File: config.mk
export PLATFORM = sky130hd
export DESIGN_NAME = ber_oid_component_decoder_unit
export DESIGN_NICKNAME = d
export VERILOG_FILES = /design/src/sv/bocd_pkg.sv /design/src/sv/bocd_decode.sv /design/src/sv/bocd_pair_queue.sv /design/src/sv/ber_oid_component_decoder_unit.sv
export SDC_FILE = /design/constraint.sdc
export NUM_CORES = 1
export LEC_CHECK = 0
export BUFFER_PORTS_ARGS = -buffer_cell sky130_fd_sc_hd__buf_2
export CAP_MARGIN = 20
export CORE_MARGIN = 3
export CORE_UTILIZATION = 35
export CTS_CLUSTER_DIAMETER = 120
export DETAILED_ROUTE_END_ITERATION = 7
export SLEW_MARGIN = 10
export SYNTH_ARGS = -nofsm -noshare
export SYNTH_HDL_FRONTEND = slang
export SYNTH_SLANG_ARGS = --single-unit
File: constraint.sdc
create_clock -name clk -period 14 [get_ports clk]
set_clock_uncertainty 0.15 [all_clocks]
set_input_delay 1.4 -clock clk [delete_from_list [all_inputs] [get_ports clk]]
set_output_delay 1.4 -clock clk [all_outputs]
set_load 0.02 [all_outputs]
File: src/sv/bocd_pkg.sv
// Shared types, constants and helper functions for the BER OID component decoder.
`timescale 1ns / 1ps

package bocd_pkg;

  // Field widths
  localparam int OCT_W   = 8;
  localparam int DIGIT_W = 7;
  localparam int ACC_W   = 32;

  // Component limit per identifier value and the counter that tracks it
  localparam int MAX_COMPONENTS = 128;
  localparam int CNT_W          = $clog2(MAX_COMPONENTS + 1);

  // First octet packs two arcs as first * ARC_DIV + second
  localparam int ARC_DIV = 40;
  localparam int ARC_QMAX = ((1 << OCT_W) - 1) / ARC_DIV;
  localparam int ARC_Q_W  = $clog2(ARC_QMAX + 1);

  // One accepted input transaction
  typedef struct packed {
    logic [OCT_W-1:0] octet;
    logic             first_octet;
    logic             last_octet;
    logic             primitive_req;
  } item_t;

  // One result transaction
  typedef struct packed {
    logic [ACC_W-1:0] component;
    logic             error;
    logic             done_res;
  } res_t;

  // Results produced by one octet: r0 always, r1 only when two is set
  typedef struct packed {
    logic two;
    res_t r0;
    res_t r1;
  } pair_t;

  // Quotient of an octet by ARC_DIV: count of thresholds passed
  function automatic logic [ARC_Q_W-1:0] arc_quot(input logic [OCT_W-1:0] oct);
    logic [ARC_Q_W-1:0] q;
    q = '0;
    for (int i = 1; i <= ARC_QMAX; i++) begin
      if (oct >= OCT_W'(i * ARC_DIV)) begin
        q = q + 1'b1;
      end
    end
    return q;
  endfunction

  // Remainder of an octet by ARC_DIV, from the quotient
  function automatic logic [OCT_W-1:0] arc_rem(input logic [OCT_W-1:0] oct,
                                               input logic [ARC_Q_W-1:0] q);
    logic [OCT_W-1:0] prod;
    prod = OCT_W'(q) * OCT_W'(ARC_DIV);
    return oct - prod;
  endfunction

endpackage

File: src/sv/bocd_decode.sv
// Decode state (accumulator, component count, discard flag) and per-octet result logic.
`timescale 1ns / 1ps

module bocd_decode (
  input  logic           clk,
  input  logic           rst,
  input  logic           adv,
  input  bocd_pkg::item_t item,
  output logic           push,
  output bocd_pkg::pair_t pair
);
  import bocd_pkg::*;

  logic [ACC_W-1:0] acc, acc_next;
  logic [CNT_W-1:0] cnt, cnt_next;
  logic             disc, disc_next;

  logic [ACC_W-1:0]   acc_sh;
  logic [CNT_W-1:0]   cnt_inc;
  logic [ARC_Q_W-1:0] quot;
  logic [OCT_W-1:0]   remd;
  logic               emit;
  res_t               err_res;

  assign acc_sh  = {acc[ACC_W-DIGIT_W-1:0], item.octet[DIGIT_W-1:0]};
  assign cnt_inc = cnt + 1'b1;
  assign quot    = arc_quot(item.octet);
  assign remd    = arc_rem(item.octet, quot);
  assign err_res = '{component: '0, error: 1'b1, done_res: 1'b1};

  // Next state and results for the octet in the input register
  always_comb begin
    acc_next  = acc;
    cnt_next  = cnt;
    disc_next = disc;
    pair      = '0;
    emit      = 1'b0;
    if (item.first_octet) begin
      disc_next = 1'b0;
      acc_next  = '0;
      emit      = 1'b1;
      if (!item.primitive_req) begin
        // constructed encoding is rejected
        pair.r0   = err_res;
        disc_next = !item.last_octet;
        cnt_next  = '0;
      end else begin
        pair.two  = 1'b1;
        pair.r0   = '{component: ACC_W'(quot), error: 1'b0, done_res: 1'b0};
        pair.r1   = '{component: ACC_W'(remd), error: 1'b0,
                      done_res: item.last_octet};
        cnt_next  = item.last_octet ? '0 : CNT_W'(2);
      end
    end else if (disc) begin
      // drop the rest of a failed value
      if (item.last_octet) begin
        disc_next = 1'b0;
      end
    end else if (acc[ACC_W-1 -: DIGIT_W] != '0) begin
      // shift would overflow
      emit      = 1'b1;
      pair.r0   = err_res;
      disc_next = !item.last_octet;
      acc_next  = '0;
      cnt_next  = '0;
    end else if (!item.octet[OCT_W-1]) begin
      // component ends here
      emit     = 1'b1;
      acc_next = '0;
      if (item.last_octet) begin
        pair.r0  = '{component: acc_sh, error: 1'b0, done_res: 1'b1};
        cnt_next = '0;
      end else if (cnt_inc >= CNT_W'(MAX_COMPONENTS)) begin
        pair.r0   = err_res;
        disc_next = 1'b1;
        cnt_next  = '0;
      end else begin
        pair.r0  = '{component: acc_sh, error: 1'b0, done_res: 1'b0};
        cnt_next = cnt_inc;
      end
    end else if (item.last_octet) begin
      // value ends inside a component
      emit     = 1'b1;
      pair.r0  = err_res;
      acc_next = '0;
      cnt_next = '0;
    end else begin
      acc_next = acc_sh;
    end
  end

  assign push = adv && emit;

  // State registers
  always_ff @(posedge clk) begin
    if (rst) begin
      acc  <= '0;
      cnt  <= '0;
      disc <= 1'b0;
    end else if (adv) begin
      acc  <= acc_next;
      cnt  <= cnt_next;
      disc <= disc_next;
    end
  end

endmodule

File: src/sv/bocd_pair_queue.sv
// Two-entry queue of result pairs, drained one result transaction at a time.
`timescale 1ns / 1ps

module bocd_pair_queue (
  input  logic                     clk,
  input  logic                     rst,
  input  logic                     push,
  input  bocd_pkg::pair_t          pair,
  output logic                     full,
  output logic                     out_valid,
  input  logic                     out_stall,
  output logic [bocd_pkg::ACC_W-1:0] component,
  output logic                     error,
  output logic                     done_res
);
  import bocd_pkg::*;

  pair_t       q_mem [2];
  logic        wr_ptr, rd_ptr, sub;
  logic [1:0]  cnt;
  pair_t       head;
  res_t        cur;
  logic        pop;

  assign head      = q_mem[rd_ptr];
  assign cur       = sub ? head.r1 : head.r0;
  assign out_valid = (cnt != 2'd0);
  assign full      = (cnt == 2'd2);
  assign component = cur.component;
  assign error     = cur.error;
  assign done_res  = cur.done_res;

  // Entry retires once its last result transaction is taken
  assign pop = out_valid && !out_stall && (sub || !head.two);

  // Payload storage
  always_ff @(posedge clk) begin
    if (push) begin
      q_mem[wr_ptr] <= pair;
    end
  end

  // Pointers, fill count, half select
  always_ff @(posedge clk) begin
    if (rst) begin
      wr_ptr <= 1'b0;
      rd_ptr <= 1'b0;
      sub    <= 1'b0;
      cnt    <= 2'd0;
    end else begin
      if (push) begin
        wr_ptr <= !wr_ptr;
      end
      if (pop) begin
        rd_ptr <= !rd_ptr;
        sub    <= 1'b0;
      end else if (out_valid && !out_stall) begin
        sub <= 1'b1;
      end
      case ({push, pop})
        2'b10:   cnt <= cnt + 2'd1;
        2'b01:   cnt <= cnt - 2'd1;
        default: cnt <= cnt;
      endcase
    end
  end

endmodule

File: src/sv/ber_oid_component_decoder_unit.sv
// Top level of the BER object identifier component decoder.
//
//   channel | direction | handshake          | payload
//   --------+-----------+--------------------+------------------------------------------
//   in      | input     | in_valid/in_stall   | octet, first_octet, last_octet, primitive_req
//   out     | output    | out_valid/out_stall | component, error, done_res
//
// One octet per cycle while in_stall is low: an accepted octet is held in the input
// register, is decoded there, and its results enter a two-entry pair queue; the
// first result is visible the cycle after that. A first octet gives two result
// transactions, so the output port (one result a cycle while out_stall is low)
// sets the rate then. in_stall rises only while the input register holds an octet
// and the pair queue is full. Reset is synchronous, clears decode state and queue.
`timescale 1ns / 1ps

module ber_oid_component_decoder_unit (
  input  logic                       clk,
  input  logic                       rst,
  input  logic                       in_valid,
  output logic                       in_stall,
  input  logic [bocd_pkg::OCT_W-1:0] octet,
  input  logic                       first_octet,
  input  logic                       last_octet,
  input  logic                       primitive_req,
  output logic                       out_valid,
  input  logic                       out_stall,
  output logic [bocd_pkg::ACC_W-1:0] component,
  output logic                       error,
  output logic                       done_res
);
  import bocd_pkg::*;

  item_t item;
  logic  item_valid;
  logic  adv, accept, full, push;
  pair_t pair;

  assign adv      = item_valid && !full;
  assign in_stall = item_valid && full;
  assign accept   = in_valid && !in_stall;

  // Input register
  always_ff @(posedge clk) begin
    if (rst) begin
      item_valid <= 1'b0;
    end else begin
      item_valid <= accept || (item_valid && !adv);
    end
  end

  always_ff @(posedge clk) begin
    if (accept) begin
      item <= '{octet: octet, first_octet: first_octet,
                last_octet: last_octet, primitive_req: primitive_req};
    end
  end

  bocd_decode u_decode (
    .clk  (clk),
    .rst  (rst),
    .adv  (adv),
    .item (item),
    .push (push),
    .pair (pair)
  );

  bocd_pair_queue u_queue (
    .clk       (clk),
    .rst       (rst),
    .push      (push),
    .pair      (pair),
    .full      (full),
    .out_valid (out_valid),
    .out_stall (out_stall),
    .component (component),
    .error     (error),
    .done_res  (done_res)
  );

endmodule

**Word level (Yosys, flattened, before mapping)**

Memory sizes are Yosys's and may differ from the RTL's. A register that Yosys moved wholly into a read port is not among the register bits.
Index checks and enable logic that the tools add are counted.

- Flip-flop bits (word level): 58
- Bits in writable memories: 90
- Output and inout bits: 36
- Logic and storage cells: 109
- Memories kept: 1

- $add $sub $neg: 9
- Multipliers: 1
- $lt $le $gt $ge: 7
- Equality and inequality tests: 5
- Mux-type cells: 51
- Reduce and logical (&&, ||, !) cells: 23

Memories:

| memory | depth | width | read ports | clocked after Yosys merged registers in | write ports | RTL line | source |
|---|---|---|---|---|---|---|---|
| u_queue.q_mem | 2 | 45 | 1 | 1 | 1 | bocd_pair_queue.sv:18 | `pair_t q_mem [2];` |

Operator list:

| kind | number |
|---|---|
| $mux 34 | 7 |
| $mux 32 | 5 |
| $mux 8 | 8 |
| $ge 8x8->1 const B | 4 |
| $mux 1 | 20 |
| $mux 10 | 2 |
| $ge 8x7->1 const B | 2 |
| $mux 3 | 5 |
| $add 3x1->3 const B | 4 |
| $add 8x1->8 const B | 1 |
| $ge 8x6->1 const B | 1 |
| $logic_not 1->1 | 8 |
| $sub 8x8->8 | 1 |
| $logic_and 1x1->1 | 7 |
| $reduce_bool 7->1 | 1 |
| $mul 3x3->5 const B | 1 |
| $mux 5 | 1 |
| $eq 2x2->1 const B | 2 |
| $mux 2 | 2 |
| $ne 4x3->1 const B | 1 |
| $pmux 2 s2 | 1 |
| $reduce_bool 2->1 | 2 |
| $reduce_and 3->1 | 1 |
| $add 1x1->2 const B | 1 |
| other kinds (7) | 8 |

**Logic depth before layout (Yosys ltp)**

Gate-level depths: netlist (run 1).

- Word-level depth: 16
- Gate-level depth with buffers: 27
- Mapped depth without buffers: 25

**Cells and area by module**

Synthesis (run 1) repeated with hierarchy kept, for this count alone.

- Cell total of the unflattened synthesis: 609
- Area, all modules: 8513.2 um^2

Modules (own cells, without submodules):

| module | instances | cells an instance | area each (um^2) | sequential area each (um^2) |
|---|---|---|---|---|
| bocd_pair_queue | 1 | 212 | 5256.3 | 4264.1 |
| bocd_decode | 1 | 380 | 2871.5 | 820.8 |
| ber_oid_component_decoder_unit | 1 | 17 | 385.4 | 350.3 |

**Least setup slack after synthesis (run 1)**

Ideal clock, no wire load.

- Path kind: register to register
- Start: register item[8] (netlist name)
- End: memory u_queue.q_mem[0][9] (netlist name) (data pin)
- Library setup time: 258 ps
- Arrival time: 4859 ps
- Path slack: 8733 ps
- Cell stages (with the launch flop): 27
- Clock period less this slack: 5267 ps
- Cell sequence: edfxtp_1 -> buf_2 -> or2_2 -> a21o_1 -> inv_1 -> ha_1 -> buf_2 -> xnor2_1 -> ha_1 -> o211ai_2 -> o31ai_1 -> or4_1 -> nand4_2 -> inv_2 -> ha_1 -> nand4b_1 -> a21boi_0 -> o21ai_1 -> xnor2_1 -> ha_1 -> ha_1 -> inv_1 -> ha_1 -> a21oi_1 -> xnor2_1 -> xnor3_1 -> and2_1

RTL lines:

| what | RTL line |
|---|---|
| to (decl) | bocd_pair_queue.sv:18 |

==> results of run 1 <==
report_power, final:
part | switching, mW | internal (mW)
sequential | 0.0118 | 0.482
combinational | 0.0970 | 0.0610
clock | 0.175 | 0.287
total | 0.284 | 0.830
layout make-up:
cell class                 instances  area [sq um]  area share (%)
clock inverter                    14         176.4           2.326
sequential                       147          3935           51.89
multi-input combinational        325          2382           31.41
clock buffer                      18         439.2           5.791
tap                              229         286.5           3.778
inverter                          15         56.30          0.7425
timing repair buffer              56         307.8           4.059
cell families (layout without fill, tap and decap cells):
family	count (synthesis)	after routing	synth area share (%)
AO/OA/AOI/OAI	82	82	9.535
XOR/XNOR	15	15	2.427
adder cells (fa/ha/maj)	13	13	2.599
buffers and inverters	48	103	3.669
flip-flops	147	147	60.08
multiplexers	36	36	7.223
AND/OR/NAND/NOR	179	179	14.47
routing by layer:
metal	global-route usage (%)	share of wire, %	up-vias
met2	23.49	51	85
li1	-	-	1985
met5	0	0	-
met1	16.70	43	2005
met3	3.784	4.2	10
met4	4.252	1.2	0
flip-flops by register name (all words and copies together), names as in the netlist, named ones only:
register        flops
u_queue.q_mem      88
u_decode.acc       32
item               11
u_decode.cnt        8
u_queue.cnt         2
item_valid          1
u_decode.disc       1
u_queue.rd_ptr      1
u_queue.sub         1
u_queue.wr_ptr      1
cells in the final DEF, fill, tap and decap left out, drive strengths merged, types with 2 or more instances in the layout:
cell    netlist  layout
nor2b         5       5
nor3          6       6
inv          15      18
mux2i        27      27
nand4b        3       3
and2         34      34
edfxtp       99      99
xor2          3       3
nand3         4       4
a41oi         2       2
bufinv        0       3
buf          21      56
dfxtp        48      48
ha           12      12
a211oi        2       2
a21o          3       3
a21oi        15      15
o21a          2       2
nand4         3       3
a31oi         4       4
and3         11      11
a21boi        2       2
xnor3         2       2
mux4          9       9
o31ai         3       3
clkbuf       12      18
xnor2        10      10
o211ai        3       3
nand2        12      12
nor4          4       4
or2           4       4
clkinv        0       7
nand3b        5       5
nor2         79      79
o21ai         7       7
nand2b        4       4
a22oi        30      30
path summary, 6_finish.rpt:
path                                                    from  slack (ns)                       endpoint  depth (start not counted)
worst max-delay path                       item[7]$_DFFE_PP_        8.25  u_queue.q_mem[0][9]$_DFFE_PP_                         24
worst min-delay path            u_decode.cnt[6]$_SDFFE_PP0P_        0.34   u_decode.cnt[6]$_SDFFE_PP0P_                          1
worst max register to register             item[7]$_DFFE_PP_        8.25  u_queue.q_mem[0][9]$_DFFE_PP_                         24
worst min register to register  u_decode.cnt[6]$_SDFFE_PP0P_        0.34   u_decode.cnt[6]$_SDFFE_PP0P_                          1
==> impl_metrics.ini, run 1 <==
[timing]
maxSlewHeadroom_pct = 35.42
finalSetupViolCount = 0
rsz0062_at_grt = no
fin_crit_ns = 5.745
period_share_pct = 41.04
tns_ns = 0
setup_ws_ns = 8.255
final_max_slew_viol_count = 0
holdWs_ns = 0.3395
fmax_mhz = 174.1
worst_pin_slew_ns = 0.9667
hold_violations = 0

[place]
place_ws_ns = 8.328
dp.cells = 771
portBuffers = 50
gp_congestion = 0.7603
dpl.hpwl_microns = 8847
placed_cell_area_sq_um = 6948

[final_layout]
drive_above_1_share_pct = 20.87
antenna_cells = 0
final_area_sq_um = 7584
fill_cells = 1739
fin_nets = 590
fin_cells = 804
finalCoreUtilization_pct = 41.79
synthToLayoutAreaGrowth_pct = 15.82

[clock_network]
numCtsBuffers = 17
ctsResizeCount = 0
clk_transition_reported_paths_ns = 0.06
clkLatencyLatePin_ns = 0.41
htreeDepth = 4
post-cts-setup-buffers = 0
cts-root-buf = clkbuf_16
cts_tree = built
cts_num_sinks = 147
holdBufCountCts = 0
cts_buffer_depth = 2

[drt]
avgViaCountPerCell = 5.081
first_iter_violations = 212
ant_nets = 0
dr.pass1.iters = 4
wl_microns = 13320
wl_per_cell_microns = 16.56
route.detailed.drc = 0
vias = 4085

[run_status]
status = completed

[setup_path]
cp_top_family = adder cells
slowest_stage = edfxtp_1
worstPathRequired_ns = 14.01
max_stage_delay_ns = 0.66
critPathCaptureType = flop
cpMostUsedCell = ha_1
start_kind = flop
crit_buf_inv = 3
crit_chain = or2_2, a21o_1, inv_1, ha_1, xnor2_1, ha_1, o211ai_2, o31ai_1, or4_1, nand4_2, inv_2, ha_1, nand4b_1, a21boi_0, o21ai_1, xnor2_1, ha_1, inv_1, ha_1, a21o_1, a21oi_1, xnor2_1, xnor3_1, and2_1
cp_data_arrival_time_ns = 5.76
crit_type = reg2reg
path_max_fanout = 17

[power]
power.total_mw = 1.114
leakage_nw = 2.752
p_per_area_nw_per_um2 = 146.9
ir_drop_mv = 0.08688

[logic_synthesis]
synth.largest_area_cell = edfxtp_1
synth_cells = 520
synth-edff-count = 99
synth.top_cell.area_share_pct = 45.40
synth_most_common_cell = edfxtp_1
ys_types = 65
synthesis.area_sq_um = 6548
synth-seq-cells = 147
yosysWarningCount = 0
ys_async_sr_fraction_pct = 0
synth.top_cells.by_count = edfxtp_1 (99), nor2_1 (79), dfxtp_1 (48)
syn_area_per_cell_sq_um = 12.59
yosysSeqAreaShare_pct = 60.08
mappedNetlistNets = 548
synth_top_flop_cell = edfxtp_1
yosys-top-cells-area = edfxtp_1 (45%), dfxtp_1 (15%), nor2_1 (4.5%)

[die]
die_area_sq_um = 20380
num_io_pins = 51
num_rows = 49
fp.coreArea_sq_um = 18150
start_util_pct = 36.08
dieHeight_microns = 142.8
die_x_microns = 142.8

[flow_run]
max-cap-violations = 0

[worst_hold_path]
hold_class = reg2reg

[global_routing]
grt_pass1_vias = 4140
gr-total-overflow = 0
track_usage_pct = 13.65
grt_max_degree = 47
antenna_found_initial = 0
grt_pass1_wl_microns = 21530
No activity file was read; power rests on OpenSTA's default activity.
==> inputs of run 2 (changes only) <==
- clock period: 14 -> 5.2 ns (I/O delays scaled with it)
==> impl_metrics.ini, run 2 (synthesis gave the netlist of run 1 again) <==
[run_status]
status = completed

[flow_run]
max-cap-violations = 0

[clock_network]
cts_buffer_depth = 2
cts_num_sinks = 147
cts_tree = built
clk_transition_reported_paths_ns = 0.06
cts-root-buf = clkbuf_16
numCtsBuffers = 17
htreeDepth = 4
clkLatencyLatePin_ns = 0.42
holdBufCountCts = 0

[die]
die_area_sq_um = 20380
start_util_pct = 36.08
num_rows = 49
die_x_microns = 142.8
dieHeight_microns = 142.8
num_io_pins = 51
fp.coreArea_sq_um = 18150

[final_layout]
final_common_cell = edfxtp_1
synthToLayoutAreaGrowth_pct = 18.42
largest_reg_flops = 88
fin_nets = 600
regMostFlops = u_queue.q_mem
drive_above_1_share_pct = 24.44
antenna_cells = 0
layout_common_cells = edfxtp_1 (99), nor2_1 (78), buf_2 (50)
final_area_sq_um = 7754
fill_cells = 1665
finalCoreUtilization_pct = 42.73
top_regs = u_queue.q_mem (88), u_decode.acc (32), item (11)
fin_cells = 814

[drt]
ant_nets = 0
dr.pass1.iters = 5
wl_met3_microns = 565
wl_per_cell_microns = 16.43
top_layer_used = met4
first_iter_violations = 376
avgViaCountPerCell = 5.061
wl_met2_microns = 6831
wl_met1_microns = 5839
wl_microns = 13380
route.detailed.drc = 0
vias = 4120

[global_routing]
grt_max_degree = 47
antenna_found_initial = 0
grt_pass1_wl_microns = 21460
gr-total-overflow = 0
track_usage_pct = 13.57
grt_pass1_vias = 4136

[setup_path]
crit_type = reg2reg
critPathCaptureType = flop
path_max_fanout = 3
crit_chain = or2_2, a21o_1, inv_2, ha_4, xnor2_4, ha_4, o211ai_2, o31ai_2, or4_4, nand4_4, inv_2, ha_1, nand4b_1, a21boi_0, o21ai_1, xnor2_1, ha_1, inv_2, ha_4, a21o_1, a21oi_2, xnor2_1, xnor3_1, and2_1
start_kind = flop
worstPathRequired_ns = 5.22
slowest_stage = or4_4
crit_buf_inv = 3
cp_data_arrival_time_ns = 5.03
cp_top_family = simple AND/OR/NAND/NOR gates
max_stage_delay_ns = 0.56

[power]
ir_drop_mv = 0.2029
power.total_mw = 3.014
p_per_area_nw_per_um2 = 388.8
leakage_nw = 2.797

[worst_hold_path]
hold_class = in2reg

[place]
placed_cell_area_sq_um = 6997
dp.cells = 777
place_ws_ns = 0.05620
dpl.hpwl_microns = 8905
gp_congestion = 0.8544
portBuffers = 50

[timing]
fin_crit_ns = 5.010
tns_ns = 0
setup_ws_ns = 0.1902
finalSetupViolCount = 0
holdWs_ns = 0.1265
final_max_slew_viol_count = 0
fmax_mhz = 199.6
hold_violations = 0
worst_pin_slew_ns = 0.8990
period_share_pct = 96.34
maxSlewHeadroom_pct = 39.94
-- run 2: cell count changes in the layout (fill, tap and decap cells not counted), moves of 2 or more --
cell / change
ha_4: +4
clkinv_2: -3
inv_2: +4
ha_1: -4
buf_4: +10
inv_6: +2
inv_1: -4
-- run 2: power breakdown --
group,internal [mW],switching (mW)
Combinational,0.188,0.278
Sequential,1.30,0.0255
Clock,0.734,0.492
-- run 2: routing by layer --
metal,vias to the layer above,GRT usage [%]
met5,-,0
li1,2007,-
met3,9,2.981
met2,84,22.50
met1,2020,16.95
met4,0,6.303
-- run 2: layout make-up --
cell class              count  area, sq um  share of cell area [%]
flip-flops and latches    147         3935                   50.75
multi-input cells         325         2486                   32.06
clock buffers              18        439.2                   5.664
repair buffers             66        382.9                   4.938
well taps                 229        286.5                   3.695
clock inverters            14        167.7                   2.162
inverters                  15        56.30                  0.7262
-- run 2: path summary, 6_finish.rpt --
| path | startpoint | endpoint | slack [ns] | depth (start not counted) |
|---|---|---|---|---|
| hold / removal | first_octet | item[2]$_DFFE_PP_ | 0.13 | 1 |
| hold reg to reg | u_decode.cnt[6]$_SDFFE_PP0P_ | u_decode.cnt[6]$_SDFFE_PP0P_ | 0.33 | 1 |
| setup / recovery | item[7]$_DFFE_PP_ | u_queue.q_mem[1][9]$_DFFE_PP_ | 0.19 | 24 |
| setup reg to reg | item[7]$_DFFE_PP_ | u_queue.q_mem[1][9]$_DFFE_PP_ | 0.19 | 24 |
-- run 2: timing repair --
item / in CTS / in global routing
endpoints found under the setup margin: 0 / 2
endpoints found under the hold margin: 0 / 0
setup buffers: 0 / 4
gates resized for setup: 0 / 15
